==> config.mk <==
export PLATFORM = sky130hd
export DESIGN_NAME = calendar_time_set_editor
export DESIGN_NICKNAME = d
export VERILOG_FILES = /design/src/sv/cts_pkg.sv /design/src/sv/cts_in_reg.sv /design/src/sv/cts_core.sv /design/src/sv/cts_out_reg.sv /design/src/sv/calendar_time_set_editor.sv
export SDC_FILE = /design/constraint.sdc
export NUM_CORES = 1
export LEC_CHECK = 0
export ABC_AREA = 1
export BUFFER_PORTS_ARGS = -buffer_cell sky130_fd_sc_hd__buf_4
export CORE_UTILIZATION = 55
export CTS_CLUSTER_SIZE = 12
export DETAILED_ROUTE_END_ITERATION = 6
export PLACE_DENSITY = 0.82
export SKIP_CTS_REPAIR_TIMING = 1
export SYNTH_ARGS = -nofsm -noshare
export SYNTH_HDL_FRONTEND = slang
export SYNTH_SLANG_ARGS = --single-unit
==> constraint.sdc <==
create_clock -name clk -period 3.8 [get_ports clk]
set_input_delay 0.19 -clock clk [delete_from_list [all_inputs] [get_ports clk]]
set_output_delay 0.19 -clock clk [all_outputs]
set_load 0.02 [all_outputs]
==> src/sv/cts_pkg.sv <==
// Shared types and constants for the calendar time-setting editor.
// No dependencies; imported by every module of the block.
package cts_pkg;

	// Command codes carried in the input word
	typedef enum logic [2:0] {
		CMD_LOAD  = 3'd0,
		CMD_MODE  = 3'd1,
		CMD_NEXT  = 3'd2,
		CMD_UP    = 3'd3,
		CMD_DOWN  = 3'd4,
		CMD_TICK  = 3'd5
	} cmd_t;

	// Field selection codes
	localparam logic [2:0] FLD_YEAR   = 3'd0;
	localparam logic [2:0] FLD_MONTH  = 3'd1;
	localparam logic [2:0] FLD_DAY    = 3'd2;
	localparam logic [2:0] FLD_HOUR   = 3'd3;
	localparam logic [2:0] FLD_MINUTE = 3'd4;
	localparam logic [2:0] FLD_SECOND = 3'd5;

	localparam int unsigned BLINK_W = 10;
	localparam logic [BLINK_W-1:0] BLINK_RESET = 10'd500;

	// Input word
	typedef struct packed {
		cmd_t       command;
		logic [6:0] rtc_year;
		logic [3:0] rtc_month;
		logic [4:0] rtc_day;
		logic [4:0] rtc_hour;
		logic [5:0] rtc_minute;
		logic [5:0] rtc_second;
	} item_t;

	// Result word
	typedef struct packed {
		logic [6:0] out_year;
		logic [3:0] out_month;
		logic [4:0] out_day;
		logic [4:0] out_hour;
		logic [5:0] out_minute;
		logic [5:0] out_second;
		logic [2:0] selected_field;
		logic       editing;
		logic       blank_selected;
		logic       write_back;
	} result_t;

	// Calendar time held by the editor
	typedef struct packed {
		logic [6:0] year;
		logic [3:0] month;
		logic [4:0] day;
		logic [4:0] hour;
		logic [5:0] minute;
		logic [5:0] second;
	} cal_time_t;

endpackage

==> src/sv/cts_in_reg.sv <==
// Input register stage of the calendar time-setting editor.
// Depends on cts_pkg for the input word type.
module cts_in_reg (
	input  logic           clk,
	input  logic           arst_n,
	input  logic           in_valid,
	output logic           in_ready,
	input  cts_pkg::item_t in_item,
	input  logic           take,
	output logic           valid_s1,
	output cts_pkg::item_t item_s1
);
	import cts_pkg::*;

	// Stage is free when empty or when its word moves on this cycle
	assign in_ready = !valid_s1 || take;

	// Valid bit
	always_ff @(posedge clk or negedge arst_n) begin
		if (!arst_n) begin
			valid_s1 <= 1'b0;
		end else if (in_ready) begin
			valid_s1 <= in_valid;
		end
	end

	// Payload
	always_ff @(posedge clk) begin
		if (in_valid && in_ready) begin
			item_s1 <= in_item;
		end
	end

endmodule

==> src/sv/cts_core.sv <==
// Editor state and single-pass update logic of the calendar time-setting editor.
// Depends on cts_pkg for command codes, field codes and word types.
module cts_core (
	input  logic                         clk,
	input  logic                         arst_n,
	input  logic                         cfg_valid,
	output logic                         cfg_ready,
	input  logic [cts_pkg::BLINK_W-1:0]  cfg_data,
	input  logic                         fire,
	input  cts_pkg::item_t               item_s1,
	output cts_pkg::result_t             result
);
	import cts_pkg::*;

	// Days in the month; leap year every fourth year
	function automatic logic [4:0] month_len(input logic [6:0] y, input logic [3:0] m);
		logic [4:0] len;
		len = 5'd31;
		if (m == 4'd2) begin
			len = (y[1:0] == 2'b00) ? 5'd29 : 5'd28;
		end else if (m == 4'd4 || m == 4'd6 || m == 4'd9 || m == 4'd11) begin
			len = 5'd30;
		end
		return len;
	endfunction

	// Bring every field back into range after an edit
	function automatic cal_time_t normalize(input cal_time_t t);
		cal_time_t  r;
		logic [4:0] len;
		r = t;
		if (r.year > 7'd99) r.year = '0;
		if (r.month > 4'd12) r.month = 4'd1;
		if (r.month == 4'd0) r.month = 4'd12;
		len = month_len(r.year, r.month);
		if (r.day == 5'd0) r.day = len;
		if (r.day > len) r.day = 5'd1;
		if (r.hour > 5'd23) r.hour = '0;
		if (r.minute > 6'd59) r.minute = '0;
		if (r.second > 6'd59) r.second = '0;
		return r;
	endfunction

	// Increment the selected field, wrapping at the field width
	function automatic cal_time_t field_up(input cal_time_t t, input logic [2:0] sel);
		cal_time_t r;
		r = t;
		unique case (sel)
			FLD_YEAR:   r.year   = t.year + 7'd1;
			FLD_MONTH:  r.month  = t.month + 4'd1;
			FLD_DAY:    r.day    = t.day + 5'd1;
			FLD_HOUR:   r.hour   = t.hour + 5'd1;
			FLD_MINUTE: r.minute = t.minute + 6'd1;
			default:    r.second = t.second + 6'd1;
		endcase
		return r;
	endfunction

	// Decrement the selected field with wrap-around; a day of zero stays zero here
	function automatic cal_time_t field_down(input cal_time_t t, input logic [2:0] sel);
		cal_time_t r;
		r = t;
		unique case (sel)
			FLD_YEAR:   r.year   = (t.year == 7'd0) ? 7'd99 : t.year - 7'd1;
			FLD_MONTH:  r.month  = (t.month <= 4'd1) ? 4'd12 : t.month - 4'd1;
			FLD_DAY:    r.day    = (t.day == 5'd0) ? 5'd0 : t.day - 5'd1;
			FLD_HOUR:   r.hour   = (t.hour == 5'd0) ? 5'd23 : t.hour - 5'd1;
			FLD_MINUTE: r.minute = (t.minute == 6'd0) ? 6'd59 : t.minute - 6'd1;
			default:    r.second = (t.second == 6'd0) ? 6'd59 : t.second - 6'd1;
		endcase
		return r;
	endfunction

	cal_time_t          time_q, time_n;
	logic [2:0]         sel_q, sel_n;
	logic               edit_q, edit_n;
	logic               blink_q, blink_n;
	logic [BLINK_W-1:0] tick_q, tick_n, tick_inc;
	logic [BLINK_W-1:0] period_q;
	logic               wb;

	assign cfg_ready = 1'b1;

	// Blink period register
	always_ff @(posedge clk or negedge arst_n) begin
		if (!arst_n) begin
			period_q <= BLINK_RESET;
		end else if (cfg_valid) begin
			period_q <= cfg_data;
		end
	end

	// Next state for the word in the input stage
	always_comb begin
		time_n   = time_q;
		sel_n    = sel_q;
		edit_n   = edit_q;
		blink_n  = blink_q;
		tick_n   = tick_q;
		wb       = 1'b0;
		tick_inc = tick_q + 1'b1;
		unique case (item_s1.command)
			CMD_LOAD: begin
				if (!edit_q) begin
					time_n = '{year: item_s1.rtc_year, month: item_s1.rtc_month,
						day: item_s1.rtc_day, hour: item_s1.rtc_hour,
						minute: item_s1.rtc_minute, second: item_s1.rtc_second};
				end
			end
			CMD_MODE: begin
				if (!edit_q) begin
					edit_n = 1'b1;
					sel_n  = FLD_YEAR;
				end else begin
					edit_n = 1'b0;
					wb     = 1'b1;
				end
			end
			CMD_NEXT: begin
				if (edit_q) begin
					sel_n = (sel_q >= FLD_SECOND) ? FLD_YEAR : sel_q + 3'd1;
				end
			end
			CMD_UP: begin
				if (edit_q) time_n = normalize(field_up(time_q, sel_q));
			end
			CMD_DOWN: begin
				if (edit_q) time_n = normalize(field_down(time_q, sel_q));
			end
			CMD_TICK: begin
				if (tick_inc >= period_q) begin
					tick_n  = '0;
					blink_n = !blink_q;
				end else begin
					tick_n = tick_inc;
				end
			end
			default: ;
		endcase
	end

	// Editor state, updated once per word
	always_ff @(posedge clk or negedge arst_n) begin
		if (!arst_n) begin
			time_q  <= '{year: 7'd0, month: 4'd1, day: 5'd1, hour: 5'd0,
				minute: 6'd0, second: 6'd0};
			sel_q   <= FLD_YEAR;
			edit_q  <= 1'b0;
			blink_q <= 1'b0;
			tick_q  <= '0;
		end else if (fire) begin
			time_q  <= time_n;
			sel_q   <= sel_n;
			edit_q  <= edit_n;
			blink_q <= blink_n;
			tick_q  <= tick_n;
		end
	end

	// Result word reflects the state after this step
	assign result = '{out_year: time_n.year, out_month: time_n.month, out_day: time_n.day,
		out_hour: time_n.hour, out_minute: time_n.minute, out_second: time_n.second,
		selected_field: sel_n, editing: edit_n, blank_selected: edit_n & blink_n,
		write_back: wb};

endmodule

==> src/sv/cts_out_reg.sv <==
// Result register stage of the calendar time-setting editor.
// Depends on cts_pkg for the result word type.
module cts_out_reg (
	input  logic             clk,
	input  logic             arst_n,
	input  logic             fire,
	input  cts_pkg::result_t result,
	output logic             take,
	output logic             out_valid,
	input  logic             out_ready,
	output cts_pkg::result_t out_result
);
	import cts_pkg::*;

	logic    valid_s2;
	result_t result_s2;

	// Free when empty or when the held word leaves this cycle
	assign take       = !valid_s2 || out_ready;
	assign out_valid  = valid_s2;
	assign out_result = result_s2;

	// Valid bit
	always_ff @(posedge clk or negedge arst_n) begin
		if (!arst_n) begin
			valid_s2 <= 1'b0;
		end else if (take) begin
			valid_s2 <= fire;
		end
	end

	// Payload
	always_ff @(posedge clk) begin
		if (fire) begin
			result_s2 <= result;
		end
	end

endmodule

==> src/sv/calendar_time_set_editor.sv <==
// Top level of the calendar time-setting editor.
// Depends on cts_pkg, cts_in_reg, cts_core and cts_out_reg.
//
// Usage:
//   Input channel (in_valid/in_ready/in_item) carries one command word: load,
//   mode toggle, next field, up, down or tick, plus the clock chip reading.
//   Output channel (out_valid/out_ready/out_result) returns one result word
//   per command: the time fields, selected field, edit flag, blank flag and
//   a write_back pulse on the word that leaves edit mode.
//   Config channel (cfg_valid/cfg_ready/cfg_data) writes the blink period;
//   cfg_ready is always high. Write it only while the block is idle.
// Timing:
//   A word is registered in the input register, is evaluated in a single
//   pass against the editor state and lands in the result register. One word
//   per cycle sustained while out_ready stays high.
// Reset:
//   arst_n clears both stages and sets the time to year 0, January 1,
//   00:00:00, not editing, blink period 500.
// Stall:
//   While out_ready is low the result word holds; the input register still
//   takes one more word, then in_ready drops until the output drains.
module calendar_time_set_editor (
	input  logic                         clk,
	input  logic                         arst_n,
	input  logic                         in_valid,
	output logic                         in_ready,
	input  cts_pkg::item_t               in_item,
	output logic                         out_valid,
	input  logic                         out_ready,
	output cts_pkg::result_t             out_result,
	input  logic                         cfg_valid,
	output logic                         cfg_ready,
	input  logic [cts_pkg::BLINK_W-1:0]  cfg_data
);
	import cts_pkg::*;

	logic    take;
	logic    valid_s1;
	item_t   item_s1;
	logic    fire;
	result_t result;

	// Word in the input stage is evaluated when the result register is free
	assign fire = valid_s1 && take;

	cts_in_reg u_in (
		.clk      (clk),
		.arst_n   (arst_n),
		.in_valid (in_valid),
		.in_ready (in_ready),
		.in_item  (in_item),
		.take     (take),
		.valid_s1 (valid_s1),
		.item_s1  (item_s1)
	);

	cts_core u_core (
		.clk       (clk),
		.arst_n    (arst_n),
		.cfg_valid (cfg_valid),
		.cfg_ready (cfg_ready),
		.cfg_data  (cfg_data),
		.fire      (fire),
		.item_s1   (item_s1),
		.result    (result)
	);

	cts_out_reg u_out (
		.clk        (clk),
		.arst_n     (arst_n),
		.fire       (fire),
		.result     (result),
		.take       (take),
		.out_valid  (out_valid),
		.out_ready  (out_ready),
		.out_result (out_result)
	);

`ifndef ASSERT_OFF
	// Leaving edit mode cannot report editing at the same time
	a_wb_not_editing: assert property (@(posedge clk) disable iff (!arst_n)
		out_valid && out_result.write_back |-> !out_result.editing)
		else $error("write_back with editing set");

	// Blanking only happens in edit mode
	a_blank_editing: assert property (@(posedge clk) disable iff (!arst_n)
		out_valid && out_result.blank_selected |-> out_result.editing)
		else $error("blank_selected outside edit mode");

	// Empty output stage never blocks the input
	a_ready_when_empty: assert property (@(posedge clk) disable iff (!arst_n)
		!out_valid |-> in_ready)
		else $error("input stalled with empty output");

	// An evaluated word shows up at the output next cycle
	a_fire_to_out: assert property (@(posedge clk) disable iff (!arst_n)
		fire |=> out_valid)
		else $error("evaluated word lost");
`endif

endmodule

==> results.toml, run 1 <==
[route]
routed-wl-met3_um = 1466
wl_met2_um = 11290
wl_met1_um = 9837
highest_layer = "met4"
viasPerCell = 5.563
drc = 0
ant_nets = 0
num_vias = 8305
drt_iter0_markers = 847
drt-total-wl_um = 23290
drt_pass1_iterations = 6
route.detailed.wl_per_inst_um = 15.60

[timing]
finalHoldViolCount = 4
rsz0062_at_grt = "no"
fin_skew_ns = 0.01204
fin_crit_sh_pct = 93.38
setup_tns_ns = 0
setup_violations = 0
fin_crit_ns = 3.549
hold_slack_ns = -0.03468
fmax_mhz = 281.8
maxSlewViolCount = 0
worst_slew_pin_slew_ns = 1.050
finalWorstSetupSlack_ns = 0.2514
slew_headroom_pct = 29.90

[critical_path]
rr_worst_depth = 21
critical_path.max_stage_delay_ns = 0.42
crit_required_ns = 3.98
r2r-end = "u_out.out_result[23]"
critPathArrivalTime_ns = 3.72
worstSetupPathType = "flip-flop to flip-flop"
r2r_slack_ns = 0.25
rr_startpoint = "u_core.sel_q[1]"
critPathLaunchType = "flip-flop"
crit_slowest_cell = "dfrtp_1"
cp-end-kind = "flip-flop"
crit_fanout = 5
crit_chain = "inv_1 > ha_1 > inv_1 > nor2_1 > nand2_1 > nand2_1 > inv_1 > nand2_1 > nand3_1 > nor2_2 > o211ai_1 > nand3_1 > and2_1 > ha_1 > nor2_1 > o21ai_0 > a21oi_4 > nand3_2 > nand4_1 > nand3_1 > nand3_2"

[floorplanning]
fp.dieH_um = 129.0
core_um2 = 15830
rows = 46
ios = 93
start_util_pct = 56.01
dieArea_um2 = 16630
die_w_um = 129.0

[global_route]
antenna_found_initial = 0
grt_max_degree = 78
gr-total-overflow = 0
first_global_vias = 7737
grtUsageTotal_pct = 28.72
grt_pass1_wl_um = 36860

[final_layout]
drive_above_1_share_pct = 15.19
diodes = 0
mostFrequentLayoutCell = "nand2_1"
layout_common_cells = "nand2_1 (315), inv_1 (138), nand3_1 (102)"
fin_nets = 1349
utilization_pct = 67.75
syn_to_final_growth_pct = 20.97

[logic_synthesis]
synth_seq_cells = 135
async_flop_share_pct = 44.44
mappedNetlistArea_um2 = 8865
yosysWarnings = 0
syn_inst = 1151
synth-edff-count = 75
avgSynthCellArea_um2 = 7.702
ys_types = 53
synthFlopType = "edfxtp_1"
syn_nets = 1236
ys_seq_area_share_pct = 42.46

[placement]
io_buffers = 91
pre_cts_slack_ns = 0.2166
hpwl_um = 15220
place_congestion = 0.9746

[clocking]
cts_tree = "built"
cts_max_level = 4
cts.sinks = 135
cts_made_buffers = 17
cts_buffer_depth = 2
clkLatencyLatePin_ns = 0.44
ctsRootBufferMaster = "clkbuf_16"
clkTransAtPathRegs_ns = 0.06

[power_and_ir_drop]
pwr_density_cell_nw_per_um2 = 784.0
leakagePower_nw = 4.970
vdd_ir_drop_max_mv = 0.4406
totalPowerFinal_mw = 8.408

[hold_path]
holdPathEnd = "u_core.period_q[6]"
min_delay_path_depth = 3
hold_class = "input port to flip-flop"
hold_start = "cfg_data[6]"

[outcome]
violations = "hold timing"
status = "finished with violations"

[job]
cap_violations = 0
## logic make-up (layout without fill, tap and decap cells)
kind of cell             Yosys count  after routing  share of synthesized area (%)
multiplexers                       1              1                         0.1270
XOR/XNOR                          28             28                          2.851
flip-flops                       135            135                          42.46
other                              1              1                        0.04230
AND/OR/NAND/NOR                  545            545                          27.42
buffers and inverters            198            324                          8.836
AO/OA/AOI/OAI                    209            209                          13.47
adder cells (fa/ha/maj)           34             34                          4.799
## worst max-delay path, delay by kind of cell (launching register included)
family                   cells  cell delay [ns]
AO/OA/AOI/OAI                3             0.53
adder cells (fa/ha/maj)      2             0.37
buffers and inverters        3             0.32
flip-flops                   1             0.42
AND/OR/NAND/NOR             13             1.65
## registers in the layout, summed over array words and instances, names as in the netlist
| register | flops |
|---|---|
| u_out.out_result | 39 |
| u_core.sel_q | 3 |
| u_in.valid_s1 | 1 |
| u_in.item_s1 | 36 |
| u_core.tick_q | 10 |
| u_core.time_q | 33 |
| u_core.edit_q | 1 |
| u_core.blink_q | 1 |
| u_core.period_q | 10 |
| u_out.out_valid | 1 |
## area by class of cell
type / instances / area, um2
fill: 1273 / 5104
multi-input combinational: 818 / 4343
sequential: 135 / 3765
timing repair buffer: 142 / 1186
inverter: 150 / 568.0
clock buffer: 17 / 425.4
tap: 216 / 270.3
clock inverter: 15 / 166.4
## Yosys cell counts, types with 2 or more instances
library cell | n | area (um2)
nand2_1 | 315 | 1182
inv_1 | 139 | 521.8
nand3_1 | 102 | 510.5
o21ai_0 | 100 | 500.5
edfxtp_1 | 75 | 2252
nor2_1 | 64 | 240.2
dfrtp_1 | 52 | 1301
a21oi_1 | 50 | 250.2
ha_1 | 34 | 425.4
clkbuf_1 | 33 | 123.9
xor2_1 | 27 | 236.5
o211ai_1 | 19 | 142.6
nand4_1 | 14 | 87.58
o22ai_1 | 12 | 75.07
nor3_1 | 11 | 55.05
nand3_2 | 10 | 100.1
buf_2 | 9 | 45.04
dfstp_2 | 8 | 210.2
inv_2 | 8 | 30.03
nor2_2 | 8 | 50.05
o21ai_1 | 8 | 40.04
nand2_2 | 6 | 37.54
o21ai_2 | 4 | 35.03
a31oi_1 | 3 | 18.77
nand3b_1 | 3 | 22.52
a21oi_4 | 2 | 32.53
buf_1 | 2 | 7.510
buf_4 | 2 | 15.01
clkinv_1 | 2 | 7.510
nand2_4 | 2 | 22.52
nor2_4 | 2 | 22.52
o21bai_1 | 2 | 15.01
o221ai_1 | 2 | 17.52
o311ai_0 | 2 | 17.52
## worst max path at each step
stage	endpoint	cells after the start	slack, ns	startpoint
final	u_out.out_result[23]	21	0.25	u_core.sel_q[1]
after detailed placement	u_out.out_result[25]	21	0.22	u_core.sel_q[1]
after floorplan	u_out.out_result[25]	21	0.74	u_core.sel_q[0]
after global placement	u_out.out_result[25]	21	0.35	u_core.sel_q[0]
after CTS	u_out.out_result[25]	21	0.19	u_core.sel_q[1]
after global routing	u_out.out_result[23]	21	0.03	u_core.sel_q[1]
## where the power goes
part | switching, mW | leakage [nW] | internal [mW] | total (mW)
clock | 0.700 | 0.289 | 0.980 | 1.68
combinational | 2.80 | 3.20 | 1.45 | 4.25
sequential | 0.442 | 1.48 | 2.04 | 2.48
## per-stage QoR
| stage | area, um2 | hold slack (ns) | instances |
|---|---|---|---|
| CTS | 10270 | -0.1011 | 1450 |
| floorplan | 8865 | -0.1056 | 1151 |
| detailed placement | 9681 | 0.3527 | 1418 |
| global route | 10720 | 0.005841 | 1493 |
| finish | 10720 | -0.03468 | 1493 |
| global placement | 9681 | 0.3481 | 1418 |
## metal layers
layer  track usage [%]  up-vias
met3             5.073       64
met1             36.74     3847
met2             47.03      353
li1                  -     4041
met4             14.46        0
met5                 0        -
Power figures use the tool's default switching activity.
==> run 2, diff against run 1 <==
--- a/config.mk
+++ b/config.mk
@@ -8,4 +8,5 @@
 export ABC_AREA = 1
 export BUFFER_PORTS_ARGS = -buffer_cell sky130_fd_sc_hd__buf_4
+export CORE_MARGIN = 5
 export CORE_UTILIZATION = 55
 export CTS_CLUSTER_SIZE = 12
==> constraint.sdc (replaced) <==
create_clock -name clk -period 3.8 [get_ports clk]
set_input_delay 0.19 -clock clk [delete_from_list [all_inputs] [get_ports clk]]
set_output_delay 0.19 -clock clk [all_outputs]
set_load 0.1 [all_outputs]
==> results.toml, run 2 (same netlist as run 1, synthesis figures left out) <==
[power_and_ir_drop]
power_switching_mw = 4.672
leakagePower_nw = 4.999
clkPwrFrac_pct = 18.4
vdd_ir_drop_max_mv = 0.5064
p_comb_share_pct = 55.0
power.internal_mw = 4.476
pwr-share-seq_pct = 26.6
pwr_density_cell_nw_per_um2 = 849.1
totalPowerFinal_mw = 9.149
swShare_pct = 51.07

[timing]
finalHoldViolCount = 2
rsz0062_at_grt = "no"
worst_slew_pin_slew_ns = 0.8549
setup_tns_ns = 0
setup_violations = 0
hold_slack_ns = -0.01721
finalWorstSetupSlack_ns = 0.2895
fmax_mhz = 284.9
maxSlewViolCount = 0
fin_skew_ns = 0.009363
slew_headroom_pct = 43.01
fin_crit_ns = 3.511
fin_crit_sh_pct = 92.38

[critical_path]
crit_slowest_cell = "dfrtp_1"
cp_top_family = "simple AND/OR/NAND/NOR gates"
crit_required_ns = 3.98
cpMostUsedCell = "nand3_1"
crit_fanout = 7
critical_path.max_stage_delay_ns = 0.40
worstSetupPathType = "flip-flop to flip-flop"
critPathLaunchType = "flip-flop"
cp-end-kind = "flip-flop"
cp_num_buf_inv = 3
critPathArrivalTime_ns = 3.69
crit_chain = "inv_1 > ha_2 > inv_1 > nor2_4 > nand3_1 > nand3_1 > nand2_1 > inv_1 > nand2_1 > o211ai_1 > nand3_1 > and2_1 > ha_1 > nor2_1 > o21ai_0 > a21oi_4 > nand3_2 > nand3_1 > nand3_1 > nand2_1 > nand3_2"

[clocking]
cts_made_buffers = 17
clkTransAtPathRegs_ns = 0.06
cts_max_level = 4
cts_tree = "built"
ctsRootBufferMaster = "clkbuf_16"
clkLatencyLatePin_ns = 0.43
cts.sinks = 135
cts_buffer_depth = 2

[job]
cap_violations = 0

[final_layout]
fin_nets = 1358
final_area_um2 = 10770
syn_to_final_growth_pct = 21.54
largest_register_ffs = 39
mostFrequentLayoutCell = "nand2_1"
layout_common_cells = "nand2_1 (315), inv_1 (138), buf_4 (105)"
stdcell_count = 1502
utilization_pct = 68.07
drive_above_1_share_pct = 15.47
diodes = 0

[placement]
io_buffers = 91
post_dp_cell_area_um2 = 9713
pre_cts_slack_ns = 0.2509
dp.cells = 1424
hpwl_um = 15450
place_congestion = 0.9504

[route]
num_vias = 8381
viasPerCell = 5.580
drt_iter0_markers = 860
drt_pass1_iterations = 7
drt-total-wl_um = 23270
drc = 3
route.detailed.wl_per_inst_um = 15.49
ant_nets = 0

[floorplanning]
fp.dieH_um = 137.0
die_w_um = 137.0
ios = 93
start_util_pct = 56.01
rows = 46
core_um2 = 15830
dieArea_um2 = 18760

[hold_path]
hold_class = "input port to flip-flop"

[global_route]
first_global_vias = 7687
grt_max_degree = 75
grt_pass1_wl_um = 36630
gr-total-overflow = 0
grtUsageTotal_pct = 24.65
antenna_found_initial = 0

[outcome]
violations = "DRC, hold timing"
status = "finished with violations"
[run 2: worst paths after layout]
kind | startpoint | to | slack, ns | cells past startpoint
worst max-delay path | u_core.sel_q[0] | u_out.out_result[24] | 0.29 | 21
worst min register to register | u_core.period_q[8] | u_core.period_q[8] | 0.50 | 2
min in group asynchronous | arst_n | u_core.time_q[28] | 0.42 | 2
worst max register to register | u_core.sel_q[0] | u_out.out_result[24] | 0.29 | 21
worst min-delay path | in_valid | u_in.valid_s1 | -0.02 | 3
max in group asynchronous | arst_n | u_core.edit_q | 2.78 | 2
[run 2: metal layers]
layer,GRT usage [%],vias up,share of wire (%)
met5,0,-,0
met4,9.922,0,3.1
met3,4.743,69,6.5
met2,40.71,344,49
met1,31.97,3905,41
li1,-,4063,-
[run 2: final cells by class]
| cell class | instances | area [um2] |
|---|---|---|
| Sequential cell | 135 | 3765 |
| Tap cell | 216 | 270.3 |
| Fill cell | 1221 | 5054 |
| Multi-Input combinational cell | 818 | 4330 |
| Clock buffer | 18 | 429.2 |
| Inverter | 150 | 566.8 |
| Timing Repair Buffer | 151 | 1249 |
| Clock inverter | 14 | 163.9 |
[run 2: power groups by stage]
stage | logic, mW | registers, mW | clock network, mW
global placement | 4.75 | 2.44 | 0
finish | 5.03 | 2.43 | 1.68
CTS | 4.91 | 2.42 | 1.70
global route | 5.56 | 2.49 | 1.76
detailed placement | 4.87 | 2.44 | 0
floorplan | 3.08 | 3.20 | 0
[run 2: tightest hold or removal path, cell delays in order]
cell     delay [ns]
buf_4          0.07
nand2_1        0.06
nand2_1        0.06
==> run 3, diff against run 2 <==
- CTS_CLUSTER_SIZE: 12 -> not set
- clock period: 3.8 -> 4.1 ns (I/O delays scaled with it)
==> results.toml, run 3 (same netlist as run 1, synthesis figures left out) <==
[placement]
place_congestion = 0.9759
hpwl_um = 15330
post_dp_cell_area_um2 = 9676
io_buffers = 91

[critical_path]
critPathArrivalTime_ns = 3.94
worstSetupPathType = "flip-flop to flip-flop"
critPathLaunch = "u_core.sel_q[0]"
crit_slowest_cell = "dfrtp_1"
crit_chain = "inv_1 > ha_1 > inv_1 > nor2_2 > nand3_1 > nand3_1 > nand2_1 > inv_1 > nand2_1 > o211ai_1 > nand3_1 > and2_1 > ha_1 > nor2_1 > o21ai_0 > a21oi_4 > nand3_2 > nand3_1 > nand3_1 > nand2_1 > nand2_2 > nand2_1 > o21ai_2"
rr_worst_depth = 23
r2r_slack_ns = 0.45
critPathCapture = "u_core.time_q[20]"
crit_fanout = 7
crit_required_ns = 4.40
cpMostUsedCell = "nand3_1"
critical_path.max_stage_delay_ns = 0.40
cp_num_buf_inv = 3
critPathLaunchType = "flip-flop"
r2r-end = "u_core.time_q[20]"
rr_startpoint = "u_core.sel_q[0]"
cp-end-kind = "flip-flop"
cp_top_family = "simple AND/OR/NAND/NOR gates"
cp.depth = 23

[final_layout]
diodes = 0
mostFrequentLayoutCell = "nand2_1"
layout_common_cells = "nand2_1 (315), inv_1 (138), nand3_1 (102)"
largest_register_ffs = 39
fill_cells = 1294
syn_to_final_growth_pct = 20.44
fin_nets = 1349
drive_above_1_share_pct = 15.04
final_area_um2 = 10680

[floorplanning]
rows = 46
fp.dieH_um = 137.0
die_w_um = 137.0
ios = 93
dieArea_um2 = 18760
start_util_pct = 56.01
core_um2 = 15830

[route]
drt_iter0_markers = 682
route.detailed.wl_per_inst_um = 15.60
ant_nets = 0
drc = 0
drt_pass1_iterations = 5
num_vias = 8374
drt-total-wl_um = 23300
viasPerCell = 5.609

[power_and_ir_drop]
vdd_ir_drop_max_mv = 0.4061
pwr_density_cell_nw_per_um2 = 786.0
leakagePower_nw = 4.947

[job]
cap_violations = 0

[clocking]
ctsRootBufferMaster = "clkbuf_16"
cts_tree = "built"
cts.sinks = 135
cts_made_buffers = 17
cts_buffer_depth = 2
cts_max_level = 4
clkLatencyLatePin_ns = 0.43
clkTransAtPathRegs_ns = 0.06

[timing]
setup_violations = 0
slew_headroom_pct = 43.60
fmax_mhz = 274.3
fin_skew_ns = 0.01156
rsz0062_at_grt = "no"
finalHoldViolCount = 4
setup_tns_ns = 0
hold_slack_ns = -0.01269
maxSlewViolCount = 0
fin_crit_ns = 3.646
fin_crit_sh_pct = 88.92
worst_slew_pin_slew_ns = 0.8460

[outcome]
status = "finished with violations"
violations = "hold timing"

[global_route]
grt_pass1_wl_um = 36780
grtUsageTotal_pct = 24.76
antenna_found_initial = 0
gr-total-overflow = 0
grt_max_degree = 75
first_global_vias = 7786

[hold_path]
hold_class = "input port to flip-flop"
==> run 3: changes by cell type in the layout (fill, tap and decap cells not counted) <==
cell           change
clkinvlp_4         +1
clkinv_4           +1
ha_1               +1
nor2_4             -1
inv_6              -3
inv_8              -1
dlygate4sd3_1      -4
clkinv_2           +1
buf_4              -5
clkbuf_1           +1
ha_2               -1
nor2_2             +1
==> run 3: how the worst min path moves through the flow <==
stage                startpoint                 end  cells past startpoint
CTS                      arst_n    u_core.time_q[5]                      1
detailed placement       arst_n   u_core.time_q[31]                      1
finish              cfg_data[2]  u_core.period_q[2]                      3
floorplan                arst_n      u_core.blink_q                      0
global placement         arst_n   u_core.time_q[31]                      1
global route        cfg_data[5]  u_core.period_q[5]                      3
==> run 3: layer usage <==
layer | vias to the layer above | wire length (um) | track usage [%]
li1 | 4052 | - | -
met1 | 3925 | 9667 | 31.66
met2 | 342 | 11580 | 41.12
met3 | 55 | 1445 | 5.110
met4 | 0 | 599 | 9.978
met5 | - | 0 | 0
==> run 3: cell type report <==
type | instances | area, um2 | share of cell area, %
Multi-Input combinational cell | 818 | 4323 | 40.49
Sequential cell | 135 | 3765 | 35.26
Timing Repair Buffer | 142 | 1171 | 10.97
Inverter | 150 | 566.8 | 5.309
Clock buffer | 19 | 432.9 | 4.055
Tap cell | 216 | 270.3 | 2.531
Clock inverter | 13 | 147.6 | 1.383
==> run 3: metrics by stage <==
| stage | power, mW | worst slack (ns) | hold slack [ns] | util [%] | cells |
|---|---|---|---|---|---|
| global route | 8.991 | 0.05242 | 0.002024 | 67.45 | 1493 |
| finish | 8.392 | 0.4545 | -0.01269 | 67.45 | 1493 |
| detailed placement | 6.758 | 0.5293 | 0.3563 | 61.13 | 1419 |
| global placement | 6.645 | 0.7001 | 0.3543 | 61.13 | 1419 |
| floorplan | 5.817 | 0.9713 | -0.09059 | - | 1151 |
| CTS | 8.311 | 0.5117 | -0.1017 | 64.80 | 1451 |
==> run 3: worst register-to-register path: stages (launching register included) <==
cell	delay, ns
dfrtp_1	0.40
inv_1	0.14
ha_1	0.36
inv_1	0.09
nor2_2	0.25
nand3_1	0.19
nand3_1	0.16
nand2_1	0.08
inv_1	0.05
nand2_1	0.14
o211ai_1	0.20
nand3_1	0.13
and2_1	0.17
ha_1	0.18
nor2_1	0.10
o21ai_0	0.13
a21oi_4	0.15
nand3_2	0.13
nand3_1	0.10
nand3_1	0.07
nand2_1	0.10
nand2_2	0.06
nand2_1	0.07
o21ai_2	0.07
==> run 3: where the power goes <==
group	switching [mW]	total, mW	internal [mW]	leakage (nW)
sequential	0.413	2.30	1.89	1.48
combinational	3.25	4.57	1.32	3.19
clock	0.617	1.52	0.901	0.271
